**config.mk**
```make
export PLATFORM = sky130hd
export DESIGN_NAME = square_spiral_index_coord_convert_top
export DESIGN_NICKNAME = d
export VERILOG_FILES = /design/src/hdl/sscc_pkg.sv /design/src/hdl/sscc_isqrt.sv /design/src/hdl/sscc_ring.sv /design/src/hdl/sscc_place.sv /design/src/hdl/square_spiral_index_coord_convert_top.sv
export SDC_FILE = /design/constraint.sdc
export NUM_CORES = 2
export LEC_CHECK = 0
export BUFFER_PORTS_ARGS = -buffer_cell sky130_fd_sc_hd__buf_2
export CORE_AREA = 2 2 472 474
export CTS_BUF_LIST = sky130_fd_sc_hd__clkbuf_16
export DETAILED_ROUTE_END_ITERATION = 8
export DIE_AREA = 0 0 474 476
export SYNTH_ARGS = -nofsm -noshare
export SYNTH_HDL_FRONTEND = slang
export SYNTH_SLANG_ARGS = --single-unit
```
**constraint.sdc**
```tcl
create_clock -name clk -period 11.3 [get_ports clk]
set_clock_uncertainty 0.15 [all_clocks]
set_input_delay 0 -clock clk [delete_from_list [all_inputs] [get_ports clk]]
set_output_delay 0 -clock clk [all_outputs]
set_load 0.01 [all_outputs]
```
**src/hdl/sscc_pkg.sv**
```systemverilog
package sscc_pkg;

  localparam int unsigned INDEX_W = 32;
  localparam int unsigned COORD_W = 16;

  // Largest ring that is served; anything beyond it is flagged as a range error.
  localparam int unsigned RING_MAX = 32767;

  // Integer square root: sixteen digit steps, two per register stage.
  localparam int unsigned ROOT_STEPS = INDEX_W / 2;
  localparam int unsigned ROOT_STEPS_PER_STAGE = 2;
  localparam int unsigned ROOT_STAGES = ROOT_STEPS / ROOT_STEPS_PER_STAGE;

  localparam logic OP_INDEX_TO_COORD = 1'b0;
  localparam logic OP_COORD_TO_INDEX = 1'b1;

  typedef struct packed {
    logic                      op;
    logic [INDEX_W-1:0]        n;
    logic signed [COORD_W-1:0] x;
    logic signed [COORD_W-1:0] y;
  } req_t;

  // Partial root and remainder of the digit-by-digit square root.
  typedef struct packed {
    logic [15:0] q;
    logic [16:0] rem;
  } root_acc_t;

  typedef struct packed {
    req_t      req;
    root_acc_t acc;
  } root_t;

  typedef struct packed {
    logic                      op;
    logic                      err;
    logic [INDEX_W-1:0]        n;
    logic signed [COORD_W-1:0] x;
    logic signed [COORD_W-1:0] y;
    logic [15:0]               k;
    logic [33:0]               tt;
  } ring_t;

  typedef struct packed {
    logic signed [COORD_W-1:0] x;
    logic signed [COORD_W-1:0] y;
    logic [INDEX_W-1:0]        idx;
    logic                      err;
  } result_t;

  // One restoring step of the square root, consuming the next two bits of the radicand.
  function automatic root_acc_t root_step(root_acc_t a, logic [1:0] pair);
    logic [18:0] cur;
    logic [18:0] trial;
    root_acc_t   r;
    cur   = {a.rem, pair};
    trial = {1'b0, a.q, 2'b01};
    if (cur >= trial) begin
      r.rem = 17'(cur - trial);
      r.q   = {a.q[14:0], 1'b1};
    end else begin
      r.rem = cur[16:0];
      r.q   = {a.q[14:0], 1'b0};
    end
    return r;
  endfunction

  // Two radicand bits used by digit step it, most significant pair first.
  function automatic logic [1:0] root_pair(logic [INDEX_W-1:0] n, int unsigned it);
    logic [1:0] p;
    p = n[INDEX_W - 1 - 2 * it -: 2];
    return p;
  endfunction

endpackage

```
**src/hdl/sscc_isqrt.sv**
```systemverilog
module sscc_isqrt (
  input  logic            clk,
  input  logic            rst,
  input  logic            in_valid,
  output logic            in_ready,
  input  sscc_pkg::req_t  in_req,
  output logic            out_valid,
  input  logic            out_ready,
  output sscc_pkg::root_t out_root
);
  import sscc_pkg::*;

  logic [ROOT_STAGES-1:0] vld;
  logic [ROOT_STAGES-1:0] rdy;
  root_t                  stage [ROOT_STAGES];

  genvar s;
  generate
    for (s = 0; s < ROOT_STAGES; s++) begin : g_stage
      root_t src;
      root_t stage_next;
      logic  src_valid;
      logic  dn_ready;

      if (s == 0) begin : g_first
        assign src       = '{req: in_req, acc: '0};
        assign src_valid = in_valid;
      end else begin : g_mid
        assign src       = stage[s-1];
        assign src_valid = vld[s-1];
      end

      if (s == ROOT_STAGES - 1) begin : g_last
        assign dn_ready = out_ready;
      end else begin : g_inner
        assign dn_ready = rdy[s+1];
      end

      always_comb begin
        stage_next = src;
        for (int unsigned j = 0; j < ROOT_STEPS_PER_STAGE; j++) begin
          stage_next.acc = root_step(stage_next.acc,
                                     root_pair(src.req.n, s * ROOT_STEPS_PER_STAGE + j));
        end
      end

      assign rdy[s] = !vld[s] || dn_ready;

      always_ff @(posedge clk) begin
        if (rst) begin
          vld[s] <= 1'b0;
        end else if (rdy[s]) begin
          vld[s] <= src_valid;
        end
      end

      always_ff @(posedge clk) begin
        if (rdy[s] && src_valid) begin
          stage[s] <= stage_next;
        end
      end
    end
  endgenerate

  assign in_ready  = rdy[0];
  assign out_valid = vld[ROOT_STAGES-1];
  assign out_root  = stage[ROOT_STAGES-1];

endmodule

```
**src/hdl/sscc_ring.sv**
```systemverilog
module sscc_ring (
  input  logic            clk,
  input  logic            rst,
  input  logic            in_valid,
  output logic            in_ready,
  input  sscc_pkg::root_t in_root,
  output logic            out_valid,
  input  logic            out_ready,
  output sscc_pkg::ring_t out_ring
);
  import sscc_pkg::*;

  // First stage: ring number and range check. Second stage: corner square (2k+1)^2.
  logic        v1;
  logic        v2;
  logic        rdy1;
  logic        rdy2;
  ring_t       s1;
  ring_t       s2;
  ring_t       s1_next;
  ring_t       s2_next;
  logic [16:0] r;
  logic [15:0] ax;
  logic [15:0] ay;
  logic [15:0] k_coord;
  logic [16:0] t;
  logic [33:0] tt_mul;

  always_comb begin
    // The ceiling root made odd is 2k+1, so k is that value halved.
    r       = {1'b0, in_root.acc.q} + 17'(in_root.acc.rem != '0);
    ax      = in_root.req.x[15] ? 16'(~in_root.req.x + 16'sd1) : 16'(in_root.req.x);
    ay      = in_root.req.y[15] ? 16'(~in_root.req.y + 16'sd1) : 16'(in_root.req.y);
    k_coord = (ax > ay) ? ax : ay;

    s1_next    = '0;
    s1_next.op = in_root.req.op;
    s1_next.n  = in_root.req.n;
    s1_next.x  = in_root.req.x;
    s1_next.y  = in_root.req.y;
    s1_next.k  = (in_root.req.op == OP_COORD_TO_INDEX) ? k_coord : r[16:1];
    s1_next.err = (32'(s1_next.k) > RING_MAX) ||
                  ((in_root.req.op == OP_INDEX_TO_COORD) && (in_root.req.n == '0));
  end

  assign t      = {s1.k, 1'b1};
  assign tt_mul = t * t;

  always_comb begin
    s2_next    = s1;
    s2_next.tt = tt_mul;
  end

  assign rdy2 = !v2 || out_ready;
  assign rdy1 = !v1 || rdy2;

  always_ff @(posedge clk) begin
    if (rst) begin
      v1 <= 1'b0;
      v2 <= 1'b0;
    end else begin
      if (rdy1) begin
        v1 <= in_valid;
      end
      if (rdy2) begin
        v2 <= v1;
      end
    end
  end

  always_ff @(posedge clk) begin
    if (rdy1 && in_valid) begin
      s1 <= s1_next;
    end
    if (rdy2 && v1) begin
      s2 <= s2_next;
    end
  end

  assign in_ready  = rdy1;
  assign out_valid = v2;
  assign out_ring  = s2;

endmodule

```
**src/hdl/sscc_place.sv**
```systemverilog
module sscc_place (
  input  logic              clk,
  input  logic              rst,
  input  logic              in_valid,
  output logic              in_ready,
  input  sscc_pkg::ring_t   in_ring,
  output logic              out_valid,
  input  logic              out_ready,
  output sscc_pkg::result_t out_res
);
  import sscc_pkg::*;

  typedef struct packed {
    logic        op;
    logic        err;
    logic [15:0] k;
    logic [18:0] dof;
    logic [33:0] tt;
  } place_t;

  logic               v1;
  logic               v2;
  logic               rdy1;
  logic               rdy2;
  place_t             p1;
  place_t             p1_next;
  result_t            res;
  result_t            res_next;
  logic signed [19:0] ks;
  logic signed [19:0] xs;
  logic signed [19:0] ys;
  logic signed [19:0] off;
  logic [18:0]        d;
  logic signed [19:0] ks2;
  logic signed [19:0] ds2;
  logic signed [19:0] ss2;
  logic signed [19:0] xo;
  logic signed [19:0] yo;
  logic [18:0]        side1;
  logic [18:0]        side2;
  logic [18:0]        side3;

  // First stage: distance back from the corner for an index, or the offset
  // below the corner for a coordinate.
  always_comb begin
    ks = signed'({4'b0, in_ring.k});
    xs = 20'(in_ring.x);
    ys = 20'(in_ring.y);
    d  = 19'(in_ring.tt - 34'(in_ring.n));
    if (ys == -ks) begin
      off = ks - xs;
    end else if (xs == -ks) begin
      off = (ks <<< 1) + ks + ys;
    end else if (ys == ks) begin
      off = (ks <<< 2) + ks + xs;
    end else begin
      off = (ks <<< 3) - ks - ys;
    end
    p1_next.op  = in_ring.op;
    p1_next.err = in_ring.err;
    p1_next.k   = in_ring.k;
    p1_next.tt  = in_ring.tt;
    p1_next.dof = (in_ring.op == OP_COORD_TO_INDEX) ? off[18:0] : d;
  end

  // Second stage: pick the side of the ring and form the result.
  always_comb begin
    side1 = {2'b0, p1.k, 1'b0};
    side2 = {1'b0, p1.k, 2'b0};
    side3 = side1 + side2;
    ks2   = signed'({4'b0, p1.k});
    ds2   = signed'({1'b0, p1.dof});
    ss2   = signed'({1'b0, side1});
    if (p1.dof < side1) begin
      xo = ks2 - ds2;
      yo = -ks2;
    end else if (p1.dof < side2) begin
      xo = -ks2;
      yo = -ks2 + (ds2 - ss2);
    end else if (p1.dof < side3) begin
      xo = -ks2 + (ds2 - (ss2 <<< 1));
      yo = ks2;
    end else begin
      xo = ks2;
      yo = ks2 - (ds2 - (ss2 <<< 1) - ss2);
    end

    res_next = '0;
    res_next.err = p1.err;
    if (!p1.err) begin
      if (p1.op == OP_COORD_TO_INDEX) begin
        res_next.idx = 32'(p1.tt - 34'(p1.dof));
      end else begin
        res_next.x = xo[15:0];
        res_next.y = yo[15:0];
      end
    end
  end

  assign rdy2 = !v2 || out_ready;
  assign rdy1 = !v1 || rdy2;

  always_ff @(posedge clk) begin
    if (rst) begin
      v1 <= 1'b0;
      v2 <= 1'b0;
    end else begin
      if (rdy1) begin
        v1 <= in_valid;
      end
      if (rdy2) begin
        v2 <= v1;
      end
    end
  end

  always_ff @(posedge clk) begin
    if (rdy1 && in_valid) begin
      p1 <= p1_next;
    end
    if (rdy2 && v1) begin
      res <= res_next;
    end
  end

  assign in_ready  = rdy1;
  assign out_valid = v2;
  assign out_res   = res;

endmodule

```
**src/hdl/square_spiral_index_coord_convert_top.sv**
```systemverilog
// Pipeline: 8 root stages, 2 ring stages and 2 placement stages lie between an accepted request
// and its result; throughput: one request per cycle, sustained while the output side is ready.
// The rate is set by the fully pipelined square root, two digit steps per stage.
// Reset (rst, synchronous, active high) clears every stage valid bit; data registers
// keep whatever they held and no result is presented until a new request passes through.
module square_spiral_index_coord_convert_top (
  input  logic        clk,
  input  logic        rst,
  input  logic        s_tvalid,
  output logic        s_tready,
  input  logic [63:0] s_tdata,   // index_in [31:0], x_in [47:32], y_in [63:48]
  input  logic        s_tuser,   // operation [0]
  output logic        m_tvalid,
  input  logic        m_tready,
  output logic [63:0] m_tdata,   // x_out [15:0], y_out [31:16], index_out [63:32]
  output logic        m_tuser    // range_error [0]
);
  import sscc_pkg::*;

  // Request fields unpacked from the stream word.
  req_t    req;
  root_t   root;
  ring_t   ring;
  result_t res;
  logic    root_valid;
  logic    root_ready;
  logic    ring_valid;
  logic    ring_ready;

  assign req.op = s_tuser;
  assign req.n  = s_tdata[31:0];
  assign req.x  = s_tdata[47:32];
  assign req.y  = s_tdata[63:48];

  // Every stage holds its own valid bit and stalls only when the stage after it is
  // full and stalled, so bubbles close up and a waiting result does not block entry.

  // Integer square root of the cell number and its remainder, digit by digit.
  sscc_isqrt u_isqrt (
    .clk       (clk),
    .rst       (rst),
    .in_valid  (s_tvalid),
    .in_ready  (s_tready),
    .in_req    (req),
    .out_valid (root_valid),
    .out_ready (root_ready),
    .out_root  (root)
  );

  // Ring number for either direction, range check, and the ring's corner square.
  sscc_ring u_ring (
    .clk       (clk),
    .rst       (rst),
    .in_valid  (root_valid),
    .in_ready  (root_ready),
    .in_root   (root),
    .out_valid (ring_valid),
    .out_ready (ring_ready),
    .out_ring  (ring)
  );

  // Side selection and final coordinate or cell number; its last stage is the
  // output register.
  sscc_place u_place (
    .clk       (clk),
    .rst       (rst),
    .in_valid  (ring_valid),
    .in_ready  (ring_ready),
    .in_ring   (ring),
    .out_valid (m_tvalid),
    .out_ready (m_tready),
    .out_res   (res)
  );

  assign m_tdata = {res.idx, res.y, res.x};
  assign m_tuser = res.err;

  // With the sink ready, every stage can advance, so a request is always taken.
  a_ready_chain: assert property (@(posedge clk) m_tready |-> s_tready)
    else $error("input stalled while the output side is ready");

  // A flagged result carries no coordinate and no cell number.
  a_error_zero: assert property (@(posedge clk) disable iff (rst)
    (m_tvalid && m_tuser) |-> (m_tdata == 64'd0))
    else $error("range error result with nonzero data");

  // Reset empties the pipeline.
  a_reset_empty: assert property (@(posedge clk) disable iff (rst)
    $past(rst) |-> !m_tvalid)
    else $error("result presented right after reset");

endmodule

```
==> impl_results.md <==
* Outcome: completed
* Share of flip-flops with an asynchronous set or reset after synthesis at 0
* Fraction of final layout cells with drive strength greater than 1 at 0.0692
* Max-cap check violation count at 0
* Count of port buffers added during placement at between 100 and 150
* Last weighted congestion value of the routability-driven placer at 0.908
* First-pass GRT wire length at 256000 um
* Setup Viol. Count Final at 0
* Effective utilization at floorplan at 0.298
* Global-route congestion overflow total at 0
* RR Startpoint: u_ring.s1[44]
* Synth warnings at 0
* Clock-pin slew reported for the worst setup and hold paths after clock tree synthesis at 70 ps
* Portion of netlist area occupied by mux cells at 0.0103
* Floorplan die width at between 400 and 500 um
* Primary FF master, synth: edfxtp_1
* Post-DP HPWL at ~130000 um
* Count of flip-flops with a built-in enable after synthesis at ~1000
* CORE AREA at around 220000 um2
* Number of global-route vias before repair at around 45000
* Area leader, netlist: edfxtp_1
* Crit-path leading delay family: adder cells
* Maximum number of pins on one net before global-route repair at 76
* Longest individual stage delay on the worst path at ~810 ps
* Distinct cell type count of the synthesized netlist at 89
* Number of buffers on the longest clock path at 3
* Static Leakage at between 20 and 30 nW
* Remaining routing DRC violations at 0
* Transition at the pin with the smallest max-transition slack at about 1200 ps
* Max frequency at between 100 and 150 MHz
* Normalized max-slew margin at 0.220
* Data required time of the worst path at 11600 ps
* Share of the synthesized area in compound gates (AO/OA/AOI/OAI) at 0.118
* Filler instances at 21900
* Area of the mapped netlist at ~66000 um2
* Worst path bufs/invs at 5
* Layout net count at 7001
* Worst path cell trace: inv_1 -> nor2_1 -> fa_1 -> inv_1 -> fa_1 -> fa_1 -> inv_1 -> fa_1 -> fa_1 -> inv_1 -> fa_1 -> inv_1 -> ha_1 -> a21o_1 -> a21o_1 -> a21o_1 -> a221oi_1 -> o21ai_0 -> a41oi_1 -> a21oi_1 -> a221oi_1 -> xnor2_1
* Num CTS Buffers at about 110
* Number of levels the H-tree was split into at 3
* Number of core rows at between 150 and 200
* Category of the most critical setup path: reg -> reg
* Final total negative setup slack at 0 ps
* Type of origin of the critical path: flip-flop
* Crit share post-route at 0.642
* TritonCTS clock tree: built
* Die Y-Extent at roughly 480 um
* Die area at between 200000 and 250000 um2
* Resized cells post-CTS at 0
* Detailed-route wire length at ~160000 um
* Average instance area after synthesis at between 10 and 15 um2
* Post-synthesis cell count at 5806
* Overall power at just over 8 mW
* Sequential cell area fraction in the yosys report at 0.469
* TritonCTS sink count at 1032
* Kind of end point of the critical path: flip-flop
* Share of synthesized cell area in and, or, nand and nor gates at 0.112
* Number of top-level design ports at about 140
* Total power divided by cell area at around 110 nW/um2
* Drt first pass iters at 7
* Highest-delay cell along the critical path: edfxtp_1
* Clock Latency Late Sink at about 760 ps
* Count of routing violations after the opening detailed-route iteration at 3271
* Vias per cell at about 4.8
* Tightest Hold Check Type: in -> reg
* Critical path origin: u_ring.s1[44]
* Number of diodes added for antenna fixing at 0
* Antenna viol nets, final at 0
* Post-detailed-route wirelength per cell at between 15 and 20 um
* Startpoint of the tightest hold check path: m_tready
* Setup repair after global routing missed its margin: false
* Dominant cell type by count on the critical path: fa_1
* Master cell of the clock root buffer: clkbuf_16
* Via count of the routed design at 44300
* Adder-Cell Fraction of Synth Area at 0.186
* Fraction of synthesized cell area in xor and xnor cells at 0.0634
* Post-route minimum period at ~7300 ps
* Cts hold-fix bufs at 140
* Top cells by area, synth: edfxtp_1 47%, ha_1 11%, fa_1 7.9%
* Initial antenna violation count at 4
* Area share of the largest cell type after synthesis at 0.466
* Final Max Tran Viols at 0
* Hold Vio Cnt, Final at 0
* VDD IR-drop max at approximately 0.13 mV
* Total of flip-flops plus latches after synthesis at slightly above 1000
* Dominant combinational cell family by area after synthesis: adder cells
* Layout overhead on the synthesized area at 13.9%
* Biggest fanout along the worst timing path at 14
* GRT Total Usage at 0.144
* Data arrival time of the worst path at about 7600 ps
* Post-CTS Setup Bufs at 0
==> final cells by class <==
class                           count  area, um2  area share
Sequential cell                  1032      30900       0.412
Clock inverter                     87        752      0.0100
Multi-Input combinational cell   4055      32300       0.431
Inverter                          606       2270      0.0304
Timing Repair Buffer              311       2350      0.0313
Clock buffer                      106       2650      0.0354
Tap cell                         2975       3720      0.0497
==> tightest hold or removal path: stages <==
cell and delay (ps):
dlygate4sd3_1 520, buf_2 90, nor2b_1 120, nor2_1 120
nor2_1 40
==> layer usage <==
layer / routed length [um] / vias up / track usage / part of all wire
met2: 77100 / 1078 / 0.244 / 0.47
met3: 7100 / 210 / 0.0168 / 0.043
met1: 75200 / 21500 / 0.194 / 0.46
met4: 3890 / 0 / 0.0369 / 0.024
met5: 0 / - / 0 / 0
li1: - / 21600 / - / -
==> registers in the layout (all words and copies together) (netlist names) <==
name                       flops
u_place.out_res               65
u_isqrt.stage                720
u_isqrt.out_valid              1
u_place.ks2                   16
u_place.v1                     1
u_ring.out_valid               1
u_isqrt.g_stage.src_valid      7
u_place.p1                    32
u_place.out_valid              1
u_ring.v1                      1
u_ring.out_ring               99
u_ring.s1                     69
u_place.ds2                   19
==> through the flow <==
stage	util	area, um2	std cells	setup WS [ps]	hold WS, ps
floorplan	-	65800	5807	2500	-80.9
global route	0.339	74900	9172	3720	84.2
finish	0.339	74900	9172	4040	45.2
global placement	0.317	70100	8839	4220	27.5
detailed placement	0.317	70100	8839	4050	28.1
CTS	0.339	74900	9172	4060	4.11
==> cell usage in the layout (no fill, tap or decap), drive strengths merged, types with 171 or more instances in the layout <==
cell type / instances
a21oi: 394
buf: 171
edfxtp: 1020
fa: 258
ha: 563
inv: 642
nand2: 352
nor2: 407
o21ai: 227
xnor2: 310
==> report_power, final <==
group          internal (mW)  leakage [nW]  switching, mW
clock network           1.87          1.74           1.50
logic                  0.247          18.4          0.319
registers               4.30          9.41         0.0556
==> logic make-up (layout without fill, tap and decap cells) <==
logic type / count (synthesis) / after routing
and+or+nand+nor: 1490 / 1490
AOI/OAI and AO/OA: 1211 / 1211
DFF: 1032 / 1032
adders and majority gates: 821 / 821
buffers and inverters: 720 / 1110
xor gates and xnor gates: 468 / 468
muxes: 63 / 63
other: 1 / 2
==> path summary, 6_finish.rpt <==
path                            slack (ps)                     to  cells past startpoint
worst max-delay path                  4040    u_ring.out_ring[31]                     22
worst min register to register         220  u_isqrt.stage[1][184]                      0
worst max register to register        4040    u_ring.out_ring[31]                     22
worst min-delay path                    50      u_place.out_valid                      5
==> Yosys cell counts (all sizes together) (30+ instances only) <==
| cell type | instances |
|---|---|
| edfxtp | 1020 |
| inv | 606 |
| ha | 563 |
| nor2 | 407 |
| a21oi | 394 |
| nand2 | 352 |
| xnor2 | 310 |
| fa | 258 |
| o21ai | 227 |
| xor2 | 153 |
| nor3 | 130 |
| clkbuf | 101 |
| a21o | 99 |
| nand3 | 99 |
| nor2b | 80 |
| o21a | 62 |
| and2 | 60 |
| or3 | 59 |
| nand2b | 54 |
| o211ai | 51 |
| nor4 | 49 |
| a211oi | 48 |
| o21bai | 46 |
| nand4 | 40 |
| a31oi | 37 |
| and3 | 36 |
| mux2 | 33 |
| mux2i | 30 |
(Power assumes the default switching activity.)
